==> src/rtl/mdfb_pkg.sv <==
`timescale 1ns / 1ps
// Shared constants and header lookup for the MAC data frame builder.
// No dependencies; imported by every module of the block.
package mdfb_pkg;

  localparam int unsigned MAX_PAYLOAD = 110;
  localparam int unsigned COUNT_W     = 7;
  localparam int unsigned HDR_IDX_W   = 4;

  localparam logic [HDR_IDX_W-1:0] HDR_LAST_IDX = 4'd14;
  localparam logic [HDR_IDX_W-1:0] HDR_FC0_IDX  = 4'd0;
  localparam logic [HDR_IDX_W-1:0] HDR_FC1_IDX  = 4'd1;
  localparam logic [HDR_IDX_W-1:0] HDR_SEQ_IDX  = 4'd2;
  localparam logic [HDR_IDX_W-1:0] HDR_SRC_IDX  = 4'd3;
  localparam logic [HDR_IDX_W-1:0] HDR_DST_IDX  = 4'd9;

  localparam logic [7:0] FRAME_CTRL_LO = 8'h41;
  localparam logic [7:0] FRAME_CTRL_HI = 8'h88;

  localparam logic [15:0] CRC_POLY = 16'h8408;

  localparam logic [COUNT_W-1:0] MAX_COUNT = COUNT_W'(MAX_PAYLOAD);

  localparam logic [7:0] ADDR_A [6] = '{8'hcd, 8'hab, 8'hff, 8'hff, 8'h40, 8'he8};
  localparam logic [7:0] ADDR_B [6] = '{8'h29, 8'h43, 8'hdc, 8'h1e, 8'hff, 8'hc8};

  // Role 0 sends address set B as source, role 1 sends set A as source.
  function automatic logic [7:0] hdr_byte(input logic [HDR_IDX_W-1:0] idx,
                                          input logic role,
                                          input logic [7:0] seq);
    logic [HDR_IDX_W-1:0] src_k;
    logic [HDR_IDX_W-1:0] dst_k;
    logic [7:0]           res;
    src_k = idx - HDR_SRC_IDX;
    dst_k = idx - HDR_DST_IDX;
    res   = FRAME_CTRL_LO;
    if (idx == HDR_FC0_IDX) begin
      res = FRAME_CTRL_LO;
    end else if (idx == HDR_FC1_IDX) begin
      res = FRAME_CTRL_HI;
    end else if (idx == HDR_SEQ_IDX) begin
      res = seq;
    end else if (idx < HDR_DST_IDX) begin
      res = role ? ADDR_A[src_k[2:0]] : ADDR_B[src_k[2:0]];
    end else begin
      res = role ? ADDR_B[dst_k[2:0]] : ADDR_A[dst_k[2:0]];
    end
    return res;
  endfunction

endpackage

==> src/rtl/mac_data_frame_builder_unit.sv <==
`timescale 1ns / 1ps
// Top level of the MAC data frame builder: sequencer, output register and frame state.
// Depends on mdfb_pkg and mdfb_crc_unit.
//
// The block emits frame bytes through a single output register, and every header byte and
// every payload byte within the limit passes through one shared CRC unit as it is loaded
// into that register. It accepts a new payload byte only in its idle state, after the last
// one is done. The first payload byte of a frame is preceded by the 15 header bytes, and a
// last byte is followed by the two FCS bytes; a stalled output holds the sequence. Bytes
// beyond the payload limit are dropped and mark the frame as truncated.
module mac_data_frame_builder_unit (
  input  logic       clk,
  input  logic       rst_n,
  input  logic       in_valid,
  output logic       in_ready,
  input  logic [7:0] in_payload_byte,
  input  logic       in_last_byte,
  output logic       out_valid,
  input  logic       out_ready,
  output logic [7:0] out_frame_byte,
  output logic       out_frame_end,
  output logic       out_truncated,
  input  logic       cfg_wr_en,
  input  logic       cfg_wr_data
);
  import mdfb_pkg::*;

  typedef enum logic [2:0] {
    ST_IDLE,
    ST_HDR,
    ST_DATA,
    ST_FCS_LO,
    ST_FCS_HI
  } state_t;

  state_t               state_r, state_nxt;
  logic                 role_r, role_nxt;
  logic                 hdr_role_r, hdr_role_nxt;
  logic [7:0]           seq_r, seq_nxt;
  logic [15:0]          crc_r, crc_nxt;
  logic [COUNT_W-1:0]   count_r, count_nxt;
  logic                 inside_frame_r, inside_frame_nxt;
  logic                 overflow_r, overflow_nxt;
  logic [HDR_IDX_W-1:0] hdr_idx_r, hdr_idx_nxt;
  logic [7:0]           byte_r, byte_nxt;
  logic                 last_r, last_nxt;
  logic                 out_valid_r, out_valid_nxt;
  logic [7:0]           out_byte_r, out_byte_nxt;
  logic                 out_end_r, out_end_nxt;
  logic                 out_trunc_r, out_trunc_nxt;

  logic        slot_free;
  logic        in_xfer;
  logic [7:0]  crc_data;
  logic [15:0] crc_upd;

  assign slot_free = !out_valid_r || out_ready;
  assign in_ready  = (state_r == ST_IDLE);
  assign in_xfer   = in_valid && in_ready;

  assign crc_data = (state_r == ST_HDR) ? hdr_byte(hdr_idx_r, hdr_role_r, seq_r) : byte_r;

  mdfb_crc_unit u_crc (
    .crc_in  (crc_r),
    .data_in (crc_data),
    .crc_out (crc_upd)
  );

  always_comb begin
    state_nxt        = state_r;
    role_nxt         = cfg_wr_en ? cfg_wr_data : role_r;
    hdr_role_nxt     = hdr_role_r;
    seq_nxt          = seq_r;
    crc_nxt          = crc_r;
    count_nxt        = count_r;
    inside_frame_nxt = inside_frame_r;
    overflow_nxt     = overflow_r;
    hdr_idx_nxt      = hdr_idx_r;
    byte_nxt         = byte_r;
    last_nxt         = last_r;
    out_valid_nxt    = out_valid_r && !out_ready;
    out_byte_nxt     = out_byte_r;
    out_end_nxt      = out_end_r;
    out_trunc_nxt    = out_trunc_r;

    unique case (state_r)
      ST_IDLE: begin
        if (in_xfer) begin
          byte_nxt = in_payload_byte;
          last_nxt = in_last_byte;
          if (!inside_frame_r) begin
            crc_nxt          = '0;
            count_nxt        = '0;
            overflow_nxt     = 1'b0;
            inside_frame_nxt = 1'b1;
            hdr_role_nxt     = role_r;
            hdr_idx_nxt      = HDR_FC0_IDX;
            state_nxt        = ST_HDR;
          end else begin
            state_nxt = ST_DATA;
          end
        end
      end
      ST_HDR: begin
        if (slot_free) begin
          out_valid_nxt = 1'b1;
          out_byte_nxt  = crc_data;
          out_end_nxt   = 1'b0;
          out_trunc_nxt = 1'b0;
          crc_nxt       = crc_upd;
          hdr_idx_nxt   = hdr_idx_r + 1'b1;
          if (hdr_idx_r == HDR_SEQ_IDX) begin
            seq_nxt = seq_r + 1'b1;
          end
          if (hdr_idx_r == HDR_LAST_IDX) begin
            state_nxt = ST_DATA;
          end
        end
      end
      ST_DATA: begin
        if (count_r < MAX_COUNT) begin
          if (slot_free) begin
            out_valid_nxt = 1'b1;
            out_byte_nxt  = byte_r;
            out_end_nxt   = 1'b0;
            out_trunc_nxt = 1'b0;
            crc_nxt       = crc_upd;
            count_nxt     = count_r + 1'b1;
            state_nxt     = last_r ? ST_FCS_LO : ST_IDLE;
          end
        end else begin
          overflow_nxt = 1'b1;
          state_nxt    = last_r ? ST_FCS_LO : ST_IDLE;
        end
      end
      ST_FCS_LO: begin
        if (slot_free) begin
          out_valid_nxt = 1'b1;
          out_byte_nxt  = crc_r[7:0];
          out_end_nxt   = 1'b0;
          out_trunc_nxt = overflow_r;
          state_nxt     = ST_FCS_HI;
        end
      end
      ST_FCS_HI: begin
        if (slot_free) begin
          out_valid_nxt    = 1'b1;
          out_byte_nxt     = crc_r[15:8];
          out_end_nxt      = 1'b1;
          out_trunc_nxt    = overflow_r;
          crc_nxt          = '0;
          count_nxt        = '0;
          overflow_nxt     = 1'b0;
          inside_frame_nxt = 1'b0;
          state_nxt        = ST_IDLE;
        end
      end
      default: begin
        state_nxt = ST_IDLE;
      end
    endcase
  end

  always_ff @(posedge clk) begin
    if (!rst_n) begin
      state_r        <= ST_IDLE;
      role_r         <= 1'b0;
      seq_r          <= '0;
      crc_r          <= '0;
      count_r        <= '0;
      inside_frame_r <= 1'b0;
      overflow_r     <= 1'b0;
      hdr_idx_r      <= '0;
      out_valid_r    <= 1'b0;
    end else begin
      state_r        <= state_nxt;
      role_r         <= role_nxt;
      seq_r          <= seq_nxt;
      crc_r          <= crc_nxt;
      count_r        <= count_nxt;
      inside_frame_r <= inside_frame_nxt;
      overflow_r     <= overflow_nxt;
      hdr_idx_r      <= hdr_idx_nxt;
      out_valid_r    <= out_valid_nxt;
    end
    hdr_role_r  <= hdr_role_nxt;
    byte_r      <= byte_nxt;
    last_r      <= last_nxt;
    out_byte_r  <= out_byte_nxt;
    out_end_r   <= out_end_nxt;
    out_trunc_r <= out_trunc_nxt;
  end

  assign out_valid      = out_valid_r;
  assign out_frame_byte = out_byte_r;
  assign out_frame_end  = out_end_r;
  assign out_truncated  = out_trunc_r;

`ifndef ASSERT_OFF
  a_count_limit: assert property (@(posedge clk) disable iff (!rst_n)
    count_r <= MAX_COUNT)
    else $error("payload count exceeds the limit");

  a_overflow_full: assert property (@(posedge clk) disable iff (!rst_n)
    overflow_r |-> count_r == MAX_COUNT)
    else $error("overflow flagged before the payload limit was reached");

  a_hdr_in_frame: assert property (@(posedge clk) disable iff (!rst_n)
    (state_r == ST_HDR) |-> inside_frame_r)
    else $error("header emitted outside a frame");

  a_frame_start: assert property (@(posedge clk) disable iff (!rst_n)
    (in_xfer && !inside_frame_r) |=> (state_r == ST_HDR) && (hdr_idx_r == HDR_FC0_IDX))
    else $error("first transfer of a frame did not start the header");
`endif

endmodule

==> src/rtl/mdfb_crc_unit.sv <==
`timescale 1ns / 1ps
// Byte-wide update of the reflected CRC-16 (polynomial 0x8408) shared by the header and payload bytes.
// Depends on mdfb_pkg.
module mdfb_crc_unit (
  input  logic [15:0] crc_in,
  input  logic [7:0]  data_in,
  output logic [15:0] crc_out
);
  import mdfb_pkg::*;

  always_comb begin
    logic [15:0] c;
    logic        fb;
    c = crc_in;
    for (int k = 0; k < 8; k++) begin
      fb = data_in[k] ^ c[0];
      c  = {1'b0, c[15:1]};
      if (fb) begin
        c = c ^ CRC_POLY;
      end
    end
    crc_out = c;
  end

endmodule
==> config.mk <==
export PLATFORM = sky130hd
export DESIGN_NAME = mac_data_frame_builder_unit
export DESIGN_NICKNAME = d
export VERILOG_FILES = /design/src/rtl/mdfb_pkg.sv /design/src/rtl/mac_data_frame_builder_unit.sv /design/src/rtl/mdfb_crc_unit.sv
export SDC_FILE = /design/constraint.sdc
export NUM_CORES = 1
export LEC_CHECK = 0
export ABC_AREA = 1
export BUFFER_PORTS_ARGS = -buffer_cell sky130_fd_sc_hd__buf_4
export CAP_MARGIN = 15
export CELL_PAD_IN_SITES_DETAIL_PLACEMENT = 1
export CELL_PAD_IN_SITES_GLOBAL_PLACEMENT = 1
export CORE_UTILIZATION = 40
export CTS_CLUSTER_SIZE = 24
export DETAILED_ROUTE_END_ITERATION = 10
export PLACE_DENSITY = 0.77
export RECOVER_POWER = 100
export SYNTH_ARGS = -nofsm -noshare
export SYNTH_HDL_FRONTEND = slang
export SYNTH_SLANG_ARGS = --single-unit
==> constraint.sdc <==
create_clock -name clk -period 2.5 [get_ports clk]
set_input_delay 0.5 -clock clk [delete_from_list [all_inputs] [get_ports clk]]
set_output_delay 0.5 -clock clk [all_outputs]
set_load 0.1 [all_outputs]
# Yosys cells after proc, flatten, opt, wreduce, memory -nomap -nowiden
# Memories as Yosys holds them, arrays and structs flattened.
# Cells that the tools add are included.
[op_classes]
n_addsub = 5
n_lt_le_gt_ge = 4
n_eq_ne = 18
mux = 73
n_bitwise = 19
reduce_logical = 29
[op_table]
columns = ["operator", "count"]
rows = [
  ["16-bit two-way mux", 13],
  ["8-bit two-way mux", 20],
  ["16-bit one-hot mux with 4 select lines", 1],
  ["7-bit two-way mux", 5],
  ["8-bit one-hot mux with 4 select lines", 1],
  ["2-bit NOT with 3-bit output", 8],
  ["3-bit two-way mux", 7],
  ["7-bit one-hot mux with 3 select lines", 1],
  ["6-bit AND reduction", 3],
  ["3-bit one-hot mux with 5 select lines", 1],
  ["3-bit AND reduction", 5],
  ["2-bit != test, second input constant", 7],
  ["1-bit two-way mux", 13],
  ["4-bit two-way mux", 3],
  ["5-bit AND reduction", 2],
  ["1-bit one-hot mux with 3 select lines", 3],
  ["3-bit nonzero test", 3],
  ["8-bit by 1-bit adder with 8-bit output, second input constant", 1],
  ["4-bit >= comparator, second input constant", 2],
  ["3-bit NOT with 4-bit output", 2],
  ["4-bit one-hot mux with 2 select lines", 1],
  ["4-bit nonzero test", 2],
  ["1-bit XOR", 8],
  ["7-bit by 1-bit adder with 7-bit output, second input constant", 1],
  ["26 further kinds", 35],
]
[word_totals]
reg_bits = 62
rom_bits = 256
in_bits = 15
output_inout_bits = 12
elab_cells = 167
n_memories = 4
[memory_table]
columns = ["name", "depth", "word_bits", "read_ports", "rd_clocked_by_memory_dff", "wr", "line_no", "text"]
rows = [
  ["(no name shown)", 8, 8, 1, 0, 0, "mdfb_pkg.sv:46", "res = role ? ADDR_B[dst_k[2:0]] : ADDR_A[dst_k[2:0]];"],
  ["(no name shown)", 8, 8, 1, 0, 0, "mdfb_pkg.sv:46", ""],
  ["(no name shown)", 8, 8, 1, 0, 0, "mdfb_pkg.sv:44", "res = role ? ADDR_A[src_k[2:0]] : ADDR_B[src_k[2:0]];"],
  ["(no name shown)", 8, 8, 1, 0, 0, "mdfb_pkg.sv:44", ""],
]

# Logic depth before layout (Yosys ltp)
[logic_depth]
word_depth = 30
depth_mapped = 22
ltp_nobuf = 22

# Cells and area by module
# Synthesis repeated with hierarchy kept, for this count alone.
[hier_totals]
hier_cells = 654
area_unflattened_um2 = 4292.9
[by_module_without_submodules]
columns = ["module", "n_inst", "cells_per_inst", "area_per_inst_um2", "seq_area_each_um2"]
rows = [
  ["mac_data_frame_builder_unit", 1, 550, 3807.4, 1441.4],
  ["mdfb_crc_unit", 1, 104, 485.5, 0.0],
]

# Worst setup path after synthesis
# OpenSTA, ideal clock, no wires.
[synth_path]
kind = "flip-flop to flip-flop"
startpoint = "register out_valid_r (netlist: out_valid)"
endpoint = "register crc_r[5]"
setup_time_ps = 72
t_arrival_ps = 2369
required_time_ps = 2428
setup_slack_ps = 59
stages_incl_launch_ff = 10
n_path_buf = 1
synth_period_minus_slack_ps = 2441
cell_sequence = "dfxtp_1 -> inv_1 -> nor2_2 -> nand2_2 -> nand2_2 -> a21oi_2 -> o311ai_4 -> clkbuf_1 -> nand2_1 -> a21oi_1"
[synth_between]
elab_chain_cells = 5
word_cells_on_any_way = 7
cone_classes = "1 x eq/ne; 3 x mux; 3 x reduce/logical"
[synth_lines]
columns = ["element", "line_no", "text"]
rows = [
  ["start: declaration", "mac_data_frame_builder_unit.sv:47", "logic out_valid_r, out_valid_nxt;"],
  ["start signal: assignment", "mac_data_frame_builder_unit.sv:184", "out_valid_r <= out_valid_nxt;"],
  ["1-bit logical NOT *", "mac_data_frame_builder_unit.sv:57", "assign slot_free = !out_valid_r || out_ready;"],
  ["1-bit logical OR *", "mac_data_frame_builder_unit.sv:57", ""],
  ["16-bit two-way mux (2 in series)", "-", ""],
  ["16-bit one-hot mux with 4 select lines", "-", ""],
  ["end signal: assignment", "mac_data_frame_builder_unit.sv:179", "crc_r <= crc_nxt;"],
  ["end: declaration", "mac_data_frame_builder_unit.sv:40", "logic [15:0] crc_r, crc_nxt;"],
]
# Mark *: on every way between the ends. The rest lies on a longest branch, timed or not. The select of a mux whose other input is x is not followed.
# A chain may end at the register's enable or synchronous reset.

# Final worst setup path
[layout_path]
startpoint = "register state_r[0]"
endpoint = "output in_ready"
[layout_between]
elab_chain_cells = 1
[layout_lines]
columns = ["element", "line_no", "text"]
rows = [
  ["start: declaration", "mac_data_frame_builder_unit.sv:36", "state_t state_r, state_nxt;"],
  ["start signal: assignment", "mac_data_frame_builder_unit.sv:176", "state_r <= state_nxt;"],
  ["3-bit logical NOT", "mac_data_frame_builder_unit.sv:58", "assign in_ready = (state_r == ST_IDLE);"],
  ["end: declaration", "mac_data_frame_builder_unit.sv:15", "output logic in_ready,"],
]
# No other way between the ends.

==> summary.txt <==
Die
  • Row count: 35
  • Vert. Die Dim: 101 µm
  • Initial Util: 42.0%
  • Core area: approximately 0.0094 mm²
  • Ports: 27
  • Die X: slightly above 100 µm
  • Die area: between 0.01 and 0.015 mm²

Worst setup path
  • Crit path DAT: roughly 1900 ps
  • Worst Path Max Fanout: 4
  • Worst Setup Start Kind: register
  • Req. time, crit path: 2000 ps
  • Crit path kind: reg2out
  • Nature of the critical path endpoint: primary output

Clock network
  • H-tree levels: 3
  • Hold_buf cts: 0
  • Clock root buffer: clkbuf_8
  • TritonCTS clock tree: done
  • Clk_lat worst skew: 360 ps
  • CTS Buffer Depth: 2
  • CTS Buf Count: 9
  • CTS Sinks: 62
  • Worst-path clk slew: 80 ps

Power and ir drop
  • Max VDD drop: 0.00104 V
  • Pleak: 2.07 nW
  • Pwr dens: approximately 1400 mW/mm²

Placement
  • Port Buffers: 26
  • DP Cell Count: 742
  • DP Wirelength: 9.34 mm
  • Setup WS pre-CTS: -75.2 ps
  • Placement-stage cell area: 0.00440 mm²
  • GPL Wtd Cong: roughly 0.89

STA
  • Final setup violation count: 0
  • Final hold violations: 0
  • Setup ws final: roughly 120 ps
  • Max-slew headroom: 20.7%
  • Worst Clk Skew: ~13 ps
  • F_max: about 420 MHz
  • Min Tclk post-route: about 2400 ps
  • RSZ-0062 raised after global routing: yes
  • Fin crit share: between 90% and 100%
  • Slew @ Worst Pin: between 1000 and 1500 ps
  • Max Slew Vio Count: 0
  • Setup TNS: 0 ps
  • Min Hold Slack: 320 ps

Worst hold path
  • Worst hold path type: in2reg

Synth
  • Top cell type's share of synthesized area: between 20% and 30%
  • XOR/XNOR Fraction of Synth Area: less than 1%
  • Largest cells by area after synthesis: dfxtp_1 (21%), nand2_1 (16%), edfxtp_1 (15%)
  • Synthesized area per cell: between 6 and 7 µm²
  • Post-synthesis cell count: between 500 and 600
  • Main combinational cell family by area after synthesis: simple AND/OR/NAND/NOR gates
  • Sequential-to-total area share from yosys stat: between 30% and 40%
  • Synthesis Warnings: 0
  • Synth cell types: 38
  • Post-synthesis adder-cell area fraction: 3.48%
  • Synthesized Nets: 605
  • Synth area leader: dfxtp_1
  • Multiplexer share of the synthesized area: 0%
  • Post-synthesis compound-gate area fraction: approximately 15%
  • Mapped cell area: about 0.0040 mm²
  • Flops & latches, synth: 62
  • Synth Area in Simple Gates: around a third

Global route
  • Largest net degree at the start of global routing: 19
  • Gr usage total: a little over a quarter
  • Initial antenna violation count: 0
  • Global-route wire length before repair: between 20 and 25 mm
  • Vias in the first global route: ~4,300
  • GRT Residual Overflow: 0

Status
  • Status: finished, final reports clean

Detailed routing
  • First-pass iteration count of the detailed router: 4
  • # DRC: 0
  • Routed len/inst: around 16 µm
  • WL met2: between 6 and 7 mm
  • ANT nets after route: 0
  • Post-Route WL: 12.5 mm
  • M1 WL: approximately 5.5 mm
  • Uppermost layer routed: met4
  • DRT iter0 DRCs: ~150
  • Via Count: ~4,000
  • Vias/cell: 5.28
  • Met3 wire length: ~530 µm

Layout
  • Final Cell Area: approximately 0.0047 mm²
  • ANT cells: 0
  • Final non-filler cell total: around 760
  • Fillers: 1,228
  • Fraction of layout cells with a size suffix above 1: between 20% and 30%
  • Layout area overhead: 19.6%
  • Final nets: roughly 660

Run
  • MaxCap Viol Count: 0
[cells in the final DEF (no fill, tap or decap), drive strengths merged]
master / instances
nand2: 184
inv: 83
nand3: 64
a21oi: 49
dfxtp: 42
nor2: 41
clkbuf: 37
o21ai: 36
buf: 30
edfxtp: 20
ha: 11
o22ai: 8
nor3: 8
nor3b: 4
clkinv: 3
a221o: 2
or2: 2
o21a: 2
a31oi: 1
a211oi: 1
a41oi: 1
o311ai: 1
nor4: 1
nand4: 1
xor2: 1
nand3b: 1
a311oi: 1
[layer usage]
layer,GRT usage (%),up-vias
met5,0,-
met4,11.0,0
met3,3.66,18
met2,46.3,77
met1,31.3,1948
li1,-,1988
[where the power goes]
group	switching, mW	total (mW)	internal (mW)
Sequential	0.204	1.59	1.39
Combinational	2.95	4.08	1.12
Clock	0.439	0.981	0.541
[worst max-delay path, stage by stage (launching register included)]
cell and delay [ps]:
dfxtp_1 330, buf_4 150, nor2_2 210, inv_2 90
nor2_1 360, buf_4 380
[state kept, by name, indices dropped and copies added (netlist names)]
| name | cells |
|---|---|
| crc_r | 16 |
| byte_r | 8 |
| out_frame_byte | 8 |
| seq_r | 8 |
| count_r | 7 |
| hdr_idx_r | 4 |
| state_r | 3 |
| hdr_role_r | 1 |
| inside_frame_r | 1 |
| last_r | 1 |
| out_frame_end | 1 |
| out_truncated | 1 |
| out_valid | 1 |
| overflow_r | 1 |
| role_r | 1 |
[cells in the mapped netlist]
| master | number |
|---|---|
| buf_6 | 2 |
| o21ai_0 | 33 |
| inv_1 | 74 |
| nor3_2 | 1 |
| nor2_4 | 5 |
| nor4_1 | 1 |
| edfxtp_1 | 20 |
| nand2_1 | 171 |
| o21a_1 | 2 |
| a41oi_1 | 1 |
| nor3b_1 | 4 |
| o311ai_4 | 1 |
| a221o_1 | 2 |
| dfxtp_1 | 42 |
| xor2_1 | 1 |
| nand3b_1 | 1 |
| a211oi_2 | 1 |
| nand4_1 | 1 |
| or2_2 | 2 |
| a21oi_4 | 2 |
| clkbuf_1 | 6 |
| o22ai_1 | 8 |
| a21oi_2 | 3 |
| nor3_4 | 1 |
| a311oi_1 | 1 |
| nand2_2 | 11 |
| nand2_4 | 2 |
| nor2_1 | 32 |
| a31oi_1 | 1 |
| clkinv_1 | 2 |
| inv_2 | 8 |
| nor2_2 | 4 |
| ha_1 | 11 |
| a21oi_1 | 44 |
| o21ai_1 | 3 |
| nor3_1 | 6 |
| nand3_1 | 64 |
| buf_2 | 5 |
[stage by stage]
| stage | util, % | total power [mW] |
|---|---|---|
| finish | 50.2 | 6.65 |
| global route | 50.2 | 7.11 |
| CTS | 49.3 | 6.57 |
| detailed placement | 46.7 | 5.51 |
| global placement | 46.7 | 5.38 |
| floorplan | - | 4.45 |
[kinds of logic after synthesis]
logic type	count (synthesis)
compound gates	102
xor+xnor	1
fa+ha+maj	11
buf+inv	97
flops	62
simple gates	306
[cell type report]
class	instances	area [µm²]	area share (%)
tap	129	161	3.41
clock inverter	2	17.5	0.371
multi-input combinational	420	2230	47.3
clock buffer	14	205	4.34
inverter	84	318	6.72
timing repair buffer	53	344	7.28
sequential	62	1450	30.6
[path summary, 6_finish.rpt]
path                            end                 startpoint  slack, ps  cells past startpoint
max reg2reg  crc_r[10]$_SDFFE_PN0P_  hdr_idx_r[0]$_SDFFE_PN0P_        180                     22
min             role_r$_SDFFE_PN0P_                  cfg_wr_en        320                      2
max                        in_ready    state_r[0]$_SDFFE_PN0P_        120                      5
min reg2reg    hdr_role_r$_DFFE_PP_        role_r$_SDFFE_PN0P_        430                      0
[timing repair]
action,in CTS,in global routing
endpoints found under the setup margin,6,15
gates cloned,0,0
pin swaps,0,4
setup buffers,0,6
gates resized for setup,5,41
Power figures use the tool's default switching activity.
